--- src/hw/rtl/uvsti_pkg.sv ---
// shared types and constants for the uv sphere triangle index generator
`default_nettype none
package uvsti_pkg;

  localparam int CountWidth = 8;
  localparam int IndexWidth = 32;
  localparam int SumWidth   = 2 * CountWidth + 1;
  localparam int AddrWidth  = 4;
  localparam int DataWidth  = 32;

  localparam logic [CountWidth-1:0] RingCountReset    = CountWidth'(8);
  localparam logic [CountWidth-1:0] SegmentCountReset = CountWidth'(16);

  typedef enum logic [1:0] {
    REG_RING_COUNT    = 2'd0,
    REG_SEGMENT_COUNT = 2'd1,
    REG_BASE_VERTEX   = 2'd2
  } cfg_reg_t;

  typedef enum logic [1:0] {
    PART_CAP  = 2'd0,
    PART_BODY = 2'd1,
    PART_KEEL = 2'd2
  } part_t;

  typedef struct packed {
    logic [IndexWidth-1:0] corner_a;
    logic [IndexWidth-1:0] corner_b;
    logic [IndexWidth-1:0] corner_c;
    part_t                 part;
    logic                  final_triangle;
  } result_t;

endpackage
`default_nettype wire

--- src/hw/rtl/uv_sphere_triangle_index_generator.sv ---
// uv sphere triangle index generator: sequence counters, index math and output buffering
//
// Each transfer on the request channel (valid, stall, restart) produces one triangle
// on the result channel: three vertex indices with base_vertex added, the part code
// (top cap, body quad, bottom keel) and a flag on the last triangle of the sphere.
// restart = 1 begins again at the first cap triangle; otherwise the next triangle
// follows. After the final keel triangle the sequence starts over by itself.
// Throughput is one triangle per cycle while in_stall is low. The index math, one 8x8
// multiply and a few adds, lies between the sequence registers and the result register,
// or the skid register when that waits. A two-entry output buffer (result register plus
// skid register) keeps requests flowing while a result waits: stall rises only once both
// entries are full. ring_count, segment_count and base_vertex are written through the
// APB port; the user must write them only while the block is idle, which the block does
// not enforce. Reset (synchronous, active high) loads 8 rings, 16 segments, base 0,
// rewinds the sequence to the first cap triangle and empties the buffer.
`default_nettype none
module uv_sphere_triangle_index_generator
  import uvsti_pkg::*;
(
  input  wire                   clk,
  input  wire                   rst,
  // request channel
  input  wire                   in_valid,
  output logic                  in_stall,
  input  wire                   restart,
  // result channel
  output logic                  out_valid,
  input  wire                   out_stall,
  output logic [IndexWidth-1:0] corner_a,
  output logic [IndexWidth-1:0] corner_b,
  output logic [IndexWidth-1:0] corner_c,
  output logic [1:0]            part,
  output logic                  final_triangle,
  // configuration port
  input  wire                   psel,
  input  wire                   penable,
  input  wire                   pwrite,
  input  wire  [AddrWidth-1:0]  paddr,
  input  wire  [DataWidth-1:0]  pwdata,
  output logic [DataWidth-1:0]  prdata,
  output logic                  pready
);

  // configuration registers
  logic [CountWidth-1:0] ring_count;
  logic [CountWidth-1:0] segment_count;
  logic [IndexWidth-1:0] base_vertex;

  // sequence state
  part_t                 phase, phase_next;
  logic [CountWidth-1:0] ring_pos, ring_pos_next;
  logic [CountWidth-1:0] segment_pos, segment_pos_next;
  logic                  second_half, second_half_next;

  // output buffer
  result_t out_reg, skid_reg, result_next;
  logic    out_reg_valid, skid_valid;

  logic     cfg_write;
  cfg_reg_t cfg_sel;
  logic     in_fire, out_fire;

  assign pready    = 1'b1;
  assign cfg_write = psel && penable && pwrite && pready;
  assign cfg_sel   = cfg_reg_t'(paddr[3:2]);

  always_comb begin
    unique case (cfg_sel)
      REG_RING_COUNT:    prdata = DataWidth'(ring_count);
      REG_SEGMENT_COUNT: prdata = DataWidth'(segment_count);
      REG_BASE_VERTEX:   prdata = DataWidth'(base_vertex);
      default:           prdata = '0;
    endcase
  end

  always_ff @(posedge clk) begin
    if (rst) begin
      ring_count    <= RingCountReset;
      segment_count <= SegmentCountReset;
      base_vertex   <= '0;
    end else if (cfg_write) begin
      unique case (cfg_sel)
        REG_RING_COUNT:    ring_count    <= pwdata[CountWidth-1:0];
        REG_SEGMENT_COUNT: segment_count <= pwdata[CountWidth-1:0];
        REG_BASE_VERTEX:   base_vertex   <= pwdata[IndexWidth-1:0];
        default: ;
      endcase
    end
  end

  // position after a possible restart
  part_t                 cur_phase;
  logic [CountWidth-1:0] cur_ring, cur_seg;
  logic                  cur_half;
  logic [CountWidth-1:0] r_eff, s_eff, seg_nxt, mult_row;
  logic                  seg_end, last_body_ring;
  logic [2*CountWidth-1:0] row_prod;
  logic [SumWidth-1:0]   row, v_pos, v_nxt, v_pos_s, v_nxt_s, v_pole;
  logic [SumWidth-1:0]   va, vb, vc;
  logic                  fin;

  assign cur_phase = restart ? PART_CAP : phase;
  assign cur_ring  = restart ? '0 : ring_pos;
  assign cur_seg   = restart ? '0 : segment_pos;
  assign cur_half  = restart ? 1'b0 : second_half;

  // zero counts behave as one
  assign r_eff = (ring_count == '0) ? CountWidth'(1) : ring_count;
  assign s_eff = (segment_count == '0) ? CountWidth'(1) : segment_count;

  assign seg_end = ({1'b0, cur_seg} + (CountWidth+1)'(1)) >= {1'b0, s_eff};
  assign seg_nxt = seg_end ? '0 : cur_seg + CountWidth'(1);
  assign last_body_ring = ({1'b0, cur_ring} + (CountWidth+1)'(2)) >= {1'b0, r_eff};

  // ring whose first vertex anchors the triangle: cap uses ring 0, keel the last ring
  always_comb begin
    case (cur_phase)
      PART_CAP:  mult_row = '0;
      PART_BODY: mult_row = cur_ring;
      default:   mult_row = r_eff - CountWidth'(1);
    endcase
  end

  assign row_prod = {{CountWidth{1'b0}}, mult_row} * {{CountWidth{1'b0}}, s_eff};
  assign row      = SumWidth'(row_prod) + SumWidth'(1);
  assign v_pos    = row + SumWidth'(cur_seg);
  assign v_nxt    = row + SumWidth'(seg_nxt);
  assign v_pos_s  = v_pos + SumWidth'(s_eff);
  assign v_nxt_s  = v_nxt + SumWidth'(s_eff);
  assign v_pole   = row + SumWidth'(s_eff);

  always_comb begin
    phase_next       = cur_phase;
    ring_pos_next    = cur_ring;
    segment_pos_next = seg_end ? '0 : cur_seg + CountWidth'(1);
    second_half_next = cur_half;
    fin              = 1'b0;
    va               = v_pos;
    vb               = v_pole;
    vc               = v_nxt;
    case (cur_phase)
      PART_CAP: begin
        va = '0;
        vb = v_pos;
        vc = v_nxt;
        if (seg_end) begin
          ring_pos_next    = '0;
          second_half_next = 1'b0;
          phase_next       = (r_eff >= CountWidth'(2)) ? PART_BODY : PART_KEEL;
        end
      end
      PART_BODY: begin
        if (!cur_half) begin
          va               = v_pos;
          vb               = v_pos_s;
          vc               = v_nxt_s;
          second_half_next = 1'b1;
          segment_pos_next = cur_seg;
        end else begin
          va               = v_nxt_s;
          vb               = v_nxt;
          vc               = v_pos;
          second_half_next = 1'b0;
          if (seg_end) begin
            if (last_body_ring) begin
              phase_next    = PART_KEEL;
              ring_pos_next = '0;
            end else begin
              ring_pos_next = cur_ring + CountWidth'(1);
            end
          end
        end
      end
      default: begin
        // keel fan around the bottom pole, wraps to the first cap triangle
        if (seg_end) begin
          fin              = 1'b1;
          phase_next       = PART_CAP;
          ring_pos_next    = '0;
          second_half_next = 1'b0;
        end
      end
    endcase
  end

  always_comb begin
    result_next.corner_a       = base_vertex + IndexWidth'(va);
    result_next.corner_b       = base_vertex + IndexWidth'(vb);
    result_next.corner_c       = base_vertex + IndexWidth'(vc);
    result_next.part           = cur_phase;
    result_next.final_triangle = fin;
  end

  assign in_stall = skid_valid;
  assign in_fire  = in_valid && !in_stall;
  assign out_fire = out_reg_valid && !out_stall;

  always_ff @(posedge clk) begin
    if (rst) begin
      phase         <= PART_CAP;
      ring_pos      <= '0;
      segment_pos   <= '0;
      second_half   <= 1'b0;
      out_reg_valid <= 1'b0;
      skid_valid    <= 1'b0;
    end else begin
      if (in_fire) begin
        phase       <= phase_next;
        ring_pos    <= ring_pos_next;
        segment_pos <= segment_pos_next;
        second_half <= second_half_next;
        if (!out_reg_valid || out_fire) begin
          out_reg       <= result_next;
          out_reg_valid <= 1'b1;
        end else begin
          skid_reg   <= result_next;
          skid_valid <= 1'b1;
        end
      end else if (out_fire) begin
        if (skid_valid) begin
          out_reg    <= skid_reg;
          skid_valid <= 1'b0;
        end else begin
          out_reg_valid <= 1'b0;
        end
      end
    end
  end

  assign out_valid      = out_reg_valid;
  assign corner_a       = out_reg.corner_a;
  assign corner_b       = out_reg.corner_b;
  assign corner_c       = out_reg.corner_c;
  assign part           = out_reg.part;
  assign final_triangle = out_reg.final_triangle;

  // skid entry is only ever filled behind a waiting result
  a_skid_behind_out: assert property (@(posedge clk) disable iff (rst)
    skid_valid |-> out_reg_valid)
    else $error("skid register holds a result while output register is empty");

  a_final_is_keel: assert property (@(posedge clk) disable iff (rst)
    out_reg_valid && out_reg.final_triangle |-> out_reg.part == PART_KEEL)
    else $error("final triangle flagged outside the keel");

  a_fire_gives_result: assert property (@(posedge clk) disable iff (rst)
    in_fire |=> out_reg_valid)
    else $error("accepted request left no result");

  a_restart_cap: assert property (@(posedge clk) disable iff (rst)
    in_fire && restart && (!out_reg_valid || out_fire) |=>
      out_reg.part == PART_CAP && out_reg.corner_a == base_vertex)
    else $error("restart did not produce the first cap triangle");

endmodule
`default_nettype wire
--- config.mk ---
export PLATFORM = sky130hd
export DESIGN_NAME = uv_sphere_triangle_index_generator
export DESIGN_NICKNAME = d
export VERILOG_FILES = /design/src/hw/rtl/uvsti_pkg.sv /design/src/hw/rtl/uv_sphere_triangle_index_generator.sv
export SDC_FILE = /design/constraint.sdc
export NUM_CORES = 1
export LEC_CHECK = 0
export ABC_AREA = 1
export BUFFER_PORTS_ARGS = -buffer_cell sky130_fd_sc_hd__buf_2
export CAP_MARGIN = 20
export CORE_ASPECT_RATIO = 1.25
export CORE_UTILIZATION = 55
export CTS_CLUSTER_DIAMETER = 100
export DETAILED_ROUTE_END_ITERATION = 16
export GPL_TIMING_DRIVEN = 0
export PLACE_DENSITY = 0.78
export SLEW_MARGIN = 10
export SYNTH_ARGS = -nofsm -noshare
export SYNTH_HDL_FRONTEND = slang
export SYNTH_SLANG_ARGS = --single-unit
--- constraint.sdc ---
create_clock -name clk -period 25.9 [get_ports clk]
set_input_delay 2.59 -clock clk [delete_from_list [all_inputs] [get_ports clk]]
set_output_delay 2.59 -clock clk [all_outputs]
set_load 0.02 [all_outputs]
Word level (Yosys, flattened, before mapping)
Cells that the tools add are included.
{"block": "op_classes", "add_sub_neg": 14, "mul": 1, "div_mod_pow": 0, "magnitude_cmp": 3, "eq_ne": 6, "shifts": 0, "mux": 45, "n_bitwise": 2, "reduce_logical": 22}
{"operator": "$mux W99", "count": 4}
{"operator": "$add A32 B17 Y32", "count": 3}
{"operator": "$mux W8", "count": 12}
{"operator": "$pmux W32 S3", "count": 1}
{"operator": "$add A17 B8 Y17", "count": 5}
{"operator": "$mux W17", "count": 4}
{"operator": "$pmux W17 S2", "count": 2}
{"operator": "$ge A9 B8 Y1", "count": 2}
{"operator": "$add A16 B1 Y17 const B", "count": 1}
{"operator": "$add A8 B1 Y8 const B", "count": 2}
{"operator": "$logic_not A8 Y1", "count": 2}
{"operator": "$mul A8 B8 Y16", "count": 1}
{"operator": "$pmux W8 S2", "count": 1}
{"operator": "$mux W2", "count": 7}
{"operator": "$mux W1", "count": 13}
{"operator": "$add A8 B1 Y9 const B", "count": 1}
{"operator": "$add A8 B2 Y9 const B", "count": 1}
{"operator": "$ge A8 B2 Y1 const B", "count": 1}
{"operator": "$reduce_and A2 Y1", "count": 4}
{"operator": "$sub A8 B1 Y8 const B", "count": 1}
{"operator": "$reduce_and A3 Y1", "count": 2}
{"operator": "$eq A2 B1 Y1 const B", "count": 2}
{"operator": "$logic_and A1 B1 Y1", "count": 4}
{"operator": "$logic_not A2 Y1", "count": 2}
{"operator": "other kinds (10)", "count": 15}
{"block": "word_totals", "regBits": 267, "latchBits": 0, "ram_bits": 0, "rom_bits": 0, "word_cells": 112, "n_memories": 0}

Logic depth before layout (Yosys ltp)
{"block": "logic_depth", "word_depth": 13, "mapped_depth": 55}

Least setup slack after synthesis
OpenSTA, ideal clock, no wires.
{"block": "synth_path", "path_kind": "input port to flip-flop", "from": "in restart", "to": "reg out_reg, in the netlist corner_a[31] (data pin)", "arrival_time_ns": 9.960, "required_ns": 25.647, "setup_slack_ns": 15.687, "stages": 39, "n_path_buf": 2, "path_cell_list": "buf_2 > nor2_1 > nand2_1 > clkbuf_1 > inv_2 > a32oi_1 > or2_2 > fa_1 > fa_1 > inv_1 > fa_1 > inv_1 > fa_1 > inv_1 > ha_1 > xor2_1 > ha_1 > xor2_1 > (+3 left out) > nor2_1 > nand2_1 > nor2_2 > xor2_1 > nand2_1 > nand2_1 > inv_1 > ha_1 > nand2_1 > nor2_1 > inv_1 > nor2_1 > nand3_1 > a311oi_1 > nand2_1 > xor2_1 > nand2_1 > nand2_1"}
{"item": "start, declared", "line": "uv_sphere_triangle_index_generator.sv:25", "source": "input wire restart,"}
{"item": "end signal, assigned", "line": "uv_sphere_triangle_index_generator.sv:213", "source": "out_reg <= result_next;"}
{"item": "end signal, assigned", "line": "uv_sphere_triangle_index_generator.sv:221", "source": "out_reg <= skid_reg;"}
{"item": "end, declared", "line": "uv_sphere_triangle_index_generator.sv:56", "source": "result_t out_reg, skid_reg, result_next;"}

==> impl_table.tex <==
\begin{tabular}{lr}
\hline
Metric & Value \\
\hline
\multicolumn{2}{l}{\textbf{Run status}} \\
Run status & completed \\
\multicolumn{2}{l}{\textbf{Clock network}} \\
Clock latency on the worst-skew pair & about 570 ps \\
Post-CTS setup repair buffer count & 0 \\
Clock Sinks & around 270 \\
Post-cts repair resize count & 0 \\
CTS buffer count & 26 \\
Buffers from clock root to sink, at most & 3 \\
Clock root buffer & clkbuf\_16 \\
TritonCTS clock tree & yes \\
CTS H-tree lvls & 1 \\
Clk slew on worst S/H paths & about 80 ps \\
Number of buffers inserted by hold repair at cts & 0 \\
\multicolumn{2}{l}{\textbf{Layout}} \\
Fraction of layout cells with a size suffix above 1 & between 10\% and 20\% \\
Count of nets after finishing & 3146 \\
Multi-input gate area in the final layout & approximately 12000 sq um \\
Synthesis-to-layout area growth & 11.9\% \\
Fill cells & 3263 \\
Number of flip-flops in the largest register & 99 \\
Post-route design area & between 20000 and 25000 sq um \\
Area taken by flip-flops and latches & between 7000 and 8000 sq um \\
Diode insertion count for antenna repair & 0 \\
Core occupancy in the finished layout & 62.9\% \\
\multicolumn{2}{l}{\textbf{Setup path}} \\
Worst reg2reg path startpoint & phase[1] \\
Critical path type & input pin to register \\
Kind of start point of the critical path & input pin \\
Crit path required time & between 20000 and 30000 ps \\
FF-to-FF path depth & between 40 and 50 \\
Worst Path Max Fanout & 10 \\
Origin of the worst setup path & restart \\
Kind of capture point of the worst setup path & register \\
Register-to-register setup slack & around 15000 ps \\
Signal arrival time at the worst endpoint & 12690 ps \\
CP max stage delay & around 750 ps \\
Slowest library cell on the worst path & a311oi\_1 \\
Worst path most repeated cell & nand2\_1 \\
Destination of the worst register-to-register timing path & corner\_a[27] \\
\multicolumn{2}{l}{\textbf{Yosys}} \\
Distinct cell type count of the synthesized netlist & 58 \\
Number of synthesized flops with an enable pin & about 200 \\
Sequential element share of the synthesized area & a little over a third \\
Synthesized cell area & between 20000 and 25000 sq um \\
Commonest register cell after synthesis & edfxtp\_1 \\
Gate count of the mapped netlist & roughly 2.7k \\
Net count after synthesis & about 3k \\
Flops \& latches, synth & about 270 \\
Share of Yosys cell area claimed by the top area cell type & between 20\% and 30\% \\
Cell with the most instances after synthesis & nand2\_1 \\
Share of flip-flops with an asynchronous set or reset after synthesis & 0\% \\
Synthesized area divided by synthesized cell count & approximately 7.6 sq um \\
Leading post-synthesis cells by instance count & nand2\_1, inv\_1, nor2\_1 \\
Synth area leaders & edfxtp\_1, nand2\_1, ha\_1 \\
Post-synthesis cell type with the largest combined area & edfxtp\_1 \\
Yosys warning count & 0 \\
\multicolumn{2}{l}{\textbf{Global routing}} \\
Met2 usage & 63.1\% \\
Largest net degree at the start of global routing & 67 \\
Routing usage on met1 & 39.3\% \\
Aggregate global routing overflow & 0 \\
First-pass GRT wire length & roughly 100000 um \\
Initial antenna violation count & 1 \\
Total global routing track utilization & 34.5\% \\
Met3 GRT Util & roughly 3.0\% \\
GRT busiest layer & met2 \\
Via count of the first global-routing pass & approximately 19k \\
\multicolumn{2}{l}{\textbf{Routing}} \\
Aggregate routed wire length & 67000 um \\
Starting DRT DRC Count & about 1.9k \\
Count of vias placed by the detailed router & $\sim$20k \\
DRT Pass-1 Iters & 8 \\
Routed wire length per instance & 19.7 um \\
Antenna viol nets, final & 0 \\
Number of remaining DRC errors & 0 \\
Routed via count divided by cell count & approximately 5.7 \\
\multicolumn{2}{l}{\textbf{Floorplanning}} \\
Die footprint & $\sim$38000 sq um \\
I/O pin count & between 150 and 200 \\
Die Wd & roughly 170 um \\
Row Count & slightly below 80 \\
Y dimension of the die & 218 um \\
Area of the core & approximately 37000 sq um \\
Effective utilization at floorplan & a little under three fifths \\
\multicolumn{2}{l}{\textbf{Place}} \\
Total cell area at the placement stage & between 20000 and 25000 sq um \\
Gp weighted congestion & between 0.9 and 1 \\
Total of buffers placed on input and output ports & about 170 \\
Pre-CTS WS & $\sim$13000 ps \\
Total half-perimeter wirelength after legalization and detailed placement & approximately 54000 um \\
\multicolumn{2}{l}{\textbf{STA}} \\
Worst rel slew slack & a little under a quarter \\
Slew at the pin closest to its max-slew limit & about 1100 ps \\
Unrepaired setup endpoints after global routing & false \\
Period minus WS final & between 10000 and 15000 ps \\
Accumulated negative setup slack & 0 ps \\
Clock skew & around 38 ps \\
Number of endpoints failing setup at the final stage & 0 \\
Worst-case hold slack & $\sim$480 ps \\
Maximum clock frequency & 80.7 MHz \\
Pins over their slew limit & 0 \\
Final Hold Vio Count & 0 \\
Share of the clock period used by the worst path after layout & between 40 and 50\% \\
Final worst-path setup slack & 13510 ps \\
\multicolumn{2}{l}{\textbf{Hold path}} \\
Hold path start & segment\_pos[6] \\
Type of the worst min-delay path & register to register \\
Sink of the worst hold path & segment\_pos[6] \\
Cells on Worst Hold Path & 2 \\
\multicolumn{2}{l}{\textbf{Power}} \\
Lkg Pwr & about 11 nW \\
Power per unit of standard cell area & approximately 44 nW/um\^{}2 \\
Maximum ir drop on the vdd rail & 0.0379 mV \\
\multicolumn{2}{l}{\textbf{Job}} \\
Max-capacitance violation count & 0 \\
\hline
\end{tabular}
==> layout make-up <==
class,count,area share [%]
Multi-Input combinational cell,2007,50.5
Sequential cell,267,31.8
Inverter,338,5.51
Timing Repair Buffer,178,4.24
Clock buffer,31,2.95
Tap cell,480,2.61
Buffer,88,1.55
Clock inverter,16,0.793
==> logic make-up after synthesis <==
group           count (synthesis)  synth area share, %
other cells                     1               0.0182
fa+ha+maj                     196                 13.5
flops                         267                 35.6
compound gates                508                 13.6
xor+xnor                      128                 5.54
simple gates                 1174                 23.8
buf+inv                       426                 7.91
==> layer usage <==
metal / wire length [um] / up-vias
li1: - / 9335
met1: 24800 / 9182
met2: 34100 / 837
met3: 4060 / 191
met4: 3950 / 2
met5: 13 / -
==> worst max-delay path, delay by kind of cell <==
kind,cells,cell delay (ps)
and+or+nand+nor,24,3790
xor gates and xnor gates,3,740
buffers and inverters,9,1490
AOI/OAI and AO/OA,3,1440
adders and majority gates,6,2610
==> worst max path at each step <==
stage / to / depth (start not counted)
after floorplan: corner_a[31] / 39
after global routing: corner_a[27] / 46
after detailed placement: corner_a[27] / 45
final: corner_a[27] / 45
after CTS: corner_a[27] / 45
after global placement: corner_a[27] / 45
==> where the power goes <==
group	internal, W	switching [W]
sequential	0.000477	0.00000690
clock	0.000219	0.000172
combinational	0.0000421	0.000105
total	0.000739	0.000284
==> per-stage QoR <==
| step | instances | total power [W] |
|---|---|---|
| 2_1_floorplan | 2700 | 0.000585 |
| 3_3_place_gp | 3353 | 0.000633 |
| 3_5_place_dp | 3358 | 0.000637 |
| 4_1_cts | 3405 | 0.00102 |
| 5_1_grt | 3405 | 0.00105 |
| 6_report | 3405 | 0.00102 |
==> cells in the final DEF (no fill, tap or decap), types with 26 or more instances in the layout <==
cell	count
a21oi_1	230
buf_2	177
clkbuf_1	80
clkbuf_16	26
dfxtp_1	69
edfxtp_1	198
fa_1	44
ha_1	152
inv_1	319
nand2_1	702
nand3_1	104
nor2_1	250
nor3_1	29
o21ai_0	171
xnor2_1	28
xor2_1	99
Note: power is estimated with default switching activity, not from simulation.
